==> src/ppm_pkg.sv <==
`timescale 1ns / 1ps
`default_nettype none

package ppm_pkg;

    // Palette geometry.
    localparam int PALETTE_ENTRIES = 256;
    localparam int PAL_AW          = (PALETTE_ENTRIES > 1) ? $clog2(PALETTE_ENTRIES) : 1;

    // Field widths.
    localparam int IDX_W      = 8;
    localparam int COLOR_W    = 24;
    localparam int PIX_W      = 8;
    localparam int CFG_IDX_W  = 2;
    localparam int CFG_DATA_W = 1;

    // Luma weights and the widths of their products with an 8-bit channel.
    localparam logic [7:0] LUMA_R_COEF = 8'd77;
    localparam logic [7:0] LUMA_G_COEF = 8'd150;
    localparam logic [7:0] LUMA_B_COEF = 8'd29;
    localparam int PR_W  = 15;
    localparam int PG_W  = 16;
    localparam int PB_W  = 13;
    localparam int SUM_W = 16;

    typedef enum logic [1:0] {
        ACT_WRITE = 2'd0,
        ACT_READ  = 2'd1,
        ACT_PIXEL = 2'd2
    } action_t;

    typedef enum logic [CFG_IDX_W-1:0] {
        CFG_GREYSCALE = 2'd0,
        CFG_SCANLINE  = 2'd1
    } cfg_sel_t;

    // Side information that travels with a colour down the pipeline.
    typedef struct packed {
        logic is_pixel;
        logic row_odd;
    } ppm_tag_t;

endpackage

`default_nettype wire

==> src/ppm_colour_pipe.sv <==
`timescale 1ns / 1ps
`default_nettype none

module ppm_colour_pipe
    import ppm_pkg::*;
(
    input  logic                clk,
    input  logic                rst_n,
    input  logic                s1_valid,
    output logic                s1_ready,
    input  ppm_tag_t            s1_tag,
    input  logic [COLOR_W-1:0]  s1_color,
    input  logic                greyscale_enable,
    input  logic                scanline_enable,
    output logic                out_valid,
    input  logic                out_ready,
    output logic [PIX_W-1:0]    pixel_out,
    output logic [COLOR_W-1:0]  read_color
);

    // Stage two: luma products.
    logic               s2_valid_reg;
    logic               s2_valid_next;
    ppm_tag_t           s2_tag_reg;
    logic [COLOR_W-1:0] s2_raw_reg;
    logic [PR_W-1:0]    pr_reg;
    logic [PG_W-1:0]    pg_reg;
    logic [PB_W-1:0]    pb_reg;
    logic [PR_W-1:0]    pr_next;
    logic [PG_W-1:0]    pg_next;
    logic [PB_W-1:0]    pb_next;

    // Stage three: output register.
    logic               out_valid_reg;
    logic               out_valid_next;
    logic [PIX_W-1:0]   pixel_reg;
    logic [PIX_W-1:0]   pixel_next;
    logic [COLOR_W-1:0] read_reg;
    logic [COLOR_W-1:0] read_next;

    logic               out_free;
    logic               s2_load;
    logic [SUM_W-1:0]   luma_sum;
    logic [7:0]         luma;
    logic [PIX_W-1:0]   packed_raw;
    logic [PIX_W-1:0]   packed_grey;

    assign out_free = !out_valid_reg || out_ready;
    assign s1_ready = !s2_valid_reg || out_free;
    assign s2_load  = s1_valid && s1_ready;

    assign pr_next = PR_W'(s1_color[23:16]) * PR_W'(LUMA_R_COEF);
    assign pg_next = PG_W'(s1_color[15:8])  * PG_W'(LUMA_G_COEF);
    assign pb_next = PB_W'(s1_color[7:0])   * PB_W'(LUMA_B_COEF);

    assign s2_valid_next  = s1_ready ? s1_valid : s2_valid_reg;
    assign out_valid_next = out_free ? s2_valid_reg : out_valid_reg;

    // The weights add up to 256, so the sum never exceeds sixteen bits.
    assign luma_sum    = SUM_W'(pr_reg) + SUM_W'(pg_reg) + SUM_W'(pb_reg);
    assign luma        = luma_sum[15:8];
    assign packed_raw  = {s2_raw_reg[23:21], s2_raw_reg[15:13], s2_raw_reg[7:6]};
    assign packed_grey = {luma[7:5], luma[7:5], luma[7:6]};

    always_comb
    begin
        pixel_next = '0;
        read_next  = '0;
        if (s2_tag_reg.is_pixel)
        begin
            if (!(scanline_enable && s2_tag_reg.row_odd))
            begin
                pixel_next = greyscale_enable ? packed_grey : packed_raw;
            end
        end
        else
        begin
            read_next = s2_raw_reg;
        end
    end

    always_ff @(posedge clk or negedge rst_n)
    begin
        if (!rst_n)
        begin
            s2_valid_reg  <= 1'b0;
            out_valid_reg <= 1'b0;
        end
        else
        begin
            s2_valid_reg  <= s2_valid_next;
            out_valid_reg <= out_valid_next;
        end
    end

    always_ff @(posedge clk)
    begin
        if (s2_load)
        begin
            s2_tag_reg <= s1_tag;
            s2_raw_reg <= s1_color;
            pr_reg     <= pr_next;
            pg_reg     <= pg_next;
            pb_reg     <= pb_next;
        end
        if (out_free && s2_valid_reg)
        begin
            pixel_reg <= pixel_next;
            read_reg  <= read_next;
        end
    end

    assign out_valid  = out_valid_reg;
    assign pixel_out  = pixel_reg;
    assign read_color = read_reg;

endmodule

`default_nettype wire

==> config.mk <==
export PLATFORM = sky130hd
export DESIGN_NAME = ppm_colour_pipe
export DESIGN_NICKNAME = d
export VERILOG_FILES = /design/src/ppm_pkg.sv /design/src/ppm_colour_pipe.sv
export SDC_FILE = /design/constraint.sdc
export NUM_CORES = 1
export LEC_CHECK = 0
export ABC_CLOCK_PERIOD_IN_PS = 3400
export BUFFER_PORTS_ARGS = -buffer_cell sky130_fd_sc_hd__buf_4
export CAP_MARGIN = 20
export CORE_UTILIZATION = 60
export DETAILED_ROUTE_END_ITERATION = 12
export GPL_TIMING_DRIVEN = 0
export PLACE_DENSITY = 0.81
export SLEW_MARGIN = 20
export SYNTH_ARGS = -nofsm -noshare
export SYNTH_HDL_FRONTEND = slang
export SYNTH_SLANG_ARGS = --single-unit
==> constraint.sdc <==
create_clock -name clk -period 3.4 [get_ports clk]
set_input_delay 0.85 -clock clk [delete_from_list [all_inputs] [get_ports clk]]
set_output_delay 0.85 -clock clk [all_outputs]
set_load 0.005 [all_outputs]
==> flow_metrics.tcl <==
set metrics [dict create \
    status "complete, but fails checks" \
    failed_checks "setup timing" \
    drive_above_1_share 0.257 \
    cp-end-kind "register" \
    die_h_um 108 \
    drtAntennaViolNets 0 \
    ir_drop_uv 293 \
    ys.warnings.count 0 \
    grt_max_degree 37 \
    final_core_util 0.756 \
    timing.setup.tns_ps -464 \
    fin_cells 763 \
    placementRows 38 \
    p_leak_uw 0.00358 \
    slew_viol_final 0 \
    gp_congestion 0.832 \
    firstDrtPassIters 7 \
    ctsRootBufferMaster "clkbuf_8" \
    netlist_instances 534 \
    cts_buffers 9 \
    crit_buf_inv 3 \
    crit_fanout 3 \
    skew_ps 13.1 \
    antenna_cells 0 \
    worst_path_max_delay_cell "fa_1" \
    placed_cells 740 \
    cts_sinks 98 \
    clk_path_buf_depth 2 \
    synthArstFlopShare 0.0204 \
    cts_hold_buf 0 \
    mostFrequentLayoutCells "edfxtp_1 (96), ha_1 (90), buf_4 (63), inv_1 (54), fa_1 (38)" \
    slew_headroom 0.542 \
    nFillCells 660 \
    cts_tree "built" \
    drcViolationCount 0 \
    viasPerCell 5.67 \
    rsz0062_at_grt "yes" \
    synth_enable_flop_cells 96 \
    antenna_found_initial 0 \
    max_stage_delay_ps 570 \
    whs_ps 250 \
    max_freq_mhz 273 \
    coreArea_um2 10900 \
    finalCriticalPeriod_ps 3670 \
    overflow 0 \
    io_buffer_count 65 \
    start_util 0.620 \
    cts.reportedPaths.clkPinSlew_ps 90 \
    syn2layout_area_growth_pct 21.8 \
    syn_nets 717 \
    fp.dieW_um 108 \
    path_class "input pin to register" \
    finalNetCount 801 \
    cp-start-kind "input pin" \
    grt_pass1_vias 4474 \
    io_pins 66 \
    hpwl_um 10100 \
    drt_iter0_markers 220 \
    ys_ff_latch 98 \
    syn_avg_cell_area_um2 12.7 \
    synth-main-ff-cell "edfxtp_1" \
    wl_um 13700 \
    crit_path_cell_trace "buf_8 -> inv_6 -> fa_1 -> inv_2 -> ha_4 -> fa_1 -> ha_4 -> a21oi_4 -> o21ai_4 -> or4_4 -> a2111o_1 -> o211a_1" \
    ys_seq_area_frac 0.434 \
    setup_ws_ps -268 \
    num_vias 4324 \
    dpl_cell_area_um2 7650 \
    min_path_type "input pin to asynchronous set/reset pin" \
    grt_use_total 0.249 \
    worst_slew_pin_slew_ps 686 \
    cap_violations 0 \
    dieArea_um2 11700 \
    final_common_cell "edfxtp_1" \
    clkLatencyLatePin_ps 370 \
    synthDistinctLibCells 52 \
    post-route-period-util 1.08 \
    cp_data_arrival_time_ps 3780 \
    hold_viol_final 0 \
    final_area_um2 8230 \
    htreeDepth 3 \
    setup_viol 3 \
    post_drt_wl_per_cell_um 18.0 \
    critPathRequiredTime_ps 3520 \
    critical_path.top_delay_family "adder cells" \
    synth_area_um2 6760 \
    grt_pass1_wl_um 21300 \
    power_density_nw_per_um2 586 \
]
[metal layers]
metal / vias to the layer above / global-route usage / routed length [µm]
met4: 0 / 0.0871 / 395
met2: 113 / 0.432 / 7100
met3: 29 / 0.0458 / 506
met5: - / 0 / 0
li1: 2060 / - / -
met1: 2122 / 0.311 / 5720
[final cells by class]
cell class | instances | area, µm² | share of cell area
inverter | 73 | 289 | 0.0351
tap | 140 | 175 | 0.0213
buffer | 3 | 11.3 | 0.00137
sequential | 98 | 2930 | 0.356
multi-input combinational | 360 | 3980 | 0.484
clock inverter | 5 | 63.8 | 0.00775
timing repair buffer | 73 | 637 | 0.0774
clock buffer | 11 | 141 | 0.0172
[path summary, 6_finish.rpt]
kind | from | to | slack (ps) | cells past startpoint
worst min register to register | s2_valid_reg$_DFFE_PN0N_ | out_valid$_DFFE_PN0P_ | 520 | 1
worst max-delay path | s1_color[2] | pb_reg[12]$_DFFE_PP_ | -270 | 12
min in group clk | s2_valid_reg$_DFFE_PN0N_ | out_valid$_DFFE_PN0P_ | 520 | 1
worst min-delay path | rst_n | out_valid$_DFFE_PN0P_ | 250 | 1
worst max register to register | pr_reg[12]$_DFFE_PP_ | pixel_out[6]$_SDFFCE_PP0P_ | 290 | 8
max in group asynchronous | rst_n | s2_valid_reg$_DFFE_PN0N_ | 3060 | 1
[worst reg2reg max path, cell delays in order (launching register included)]
cell and delay [ps]:
edfxtp_1 410, fa_1 490, ha_1 320, and4_1 230, a21boi_0 200, or2_1 320, a222oi_1 390, o311ai_1 250
o21a_1 260
[timing repair]
action / CTS / global route
endpoints found under the hold margin: 0 / 0
buffers inserted: 5 / 2
setup endpoints to repair: 6 / 11
resized for setup: 42 / 30
pin swaps: 24 / 28
[Yosys cell counts, types with 3 or more instances]
cell        n  area [µm²]
a21o_1     12        90.1
nand2b_1    7        43.8
xor2_1      8        70.1
nor3_1      8        40.0
ha_1      113        1410
nor2b_1    37         231
nor2_1      9        33.8
a21oi_1    17        85.1
a31o_2      3        26.3
clkbuf_1    3        11.3
edfxtp_1   96        2880
o41ai_1     3        26.3
and3_1      3        18.8
and2_1      3        18.8
nand2_1    21        78.8
o21a_1      7        52.6
fa_1       38         761
inv_1      73         274
o21ai_0     9        45.0
nand3_1     6        30.0
xnor2_1    18         158
[power breakdown]
group          total [µW]  leakage [µW]  internal, µW  switching [µW]
logic                2330       0.00253          1110            1220
clock network         771      0.000100           366             405
registers            1720      0.000954          1620            97.6
[cell families (layout without fill, tap and decap cells)]
family	Yosys count	after routing	share of synthesized area
fa+ha+maj	151	151	0.322
flops	98	98	0.434
buf+inv	76	165	0.0422
xor+xnor	26	26	0.0337
compound gates	77	77	0.0821
simple gates	106	106	0.0859
[per-stage QoR]
stage               worst slack (ps)  total power, µW
floorplan                       -492             3230
global placement                -773             3660
detailed placement              -856             3770
CTS                             -344             4660
global route                    -323             5150
finish                          -268             4820
Note: power is estimated with default switching activity, not from simulation.
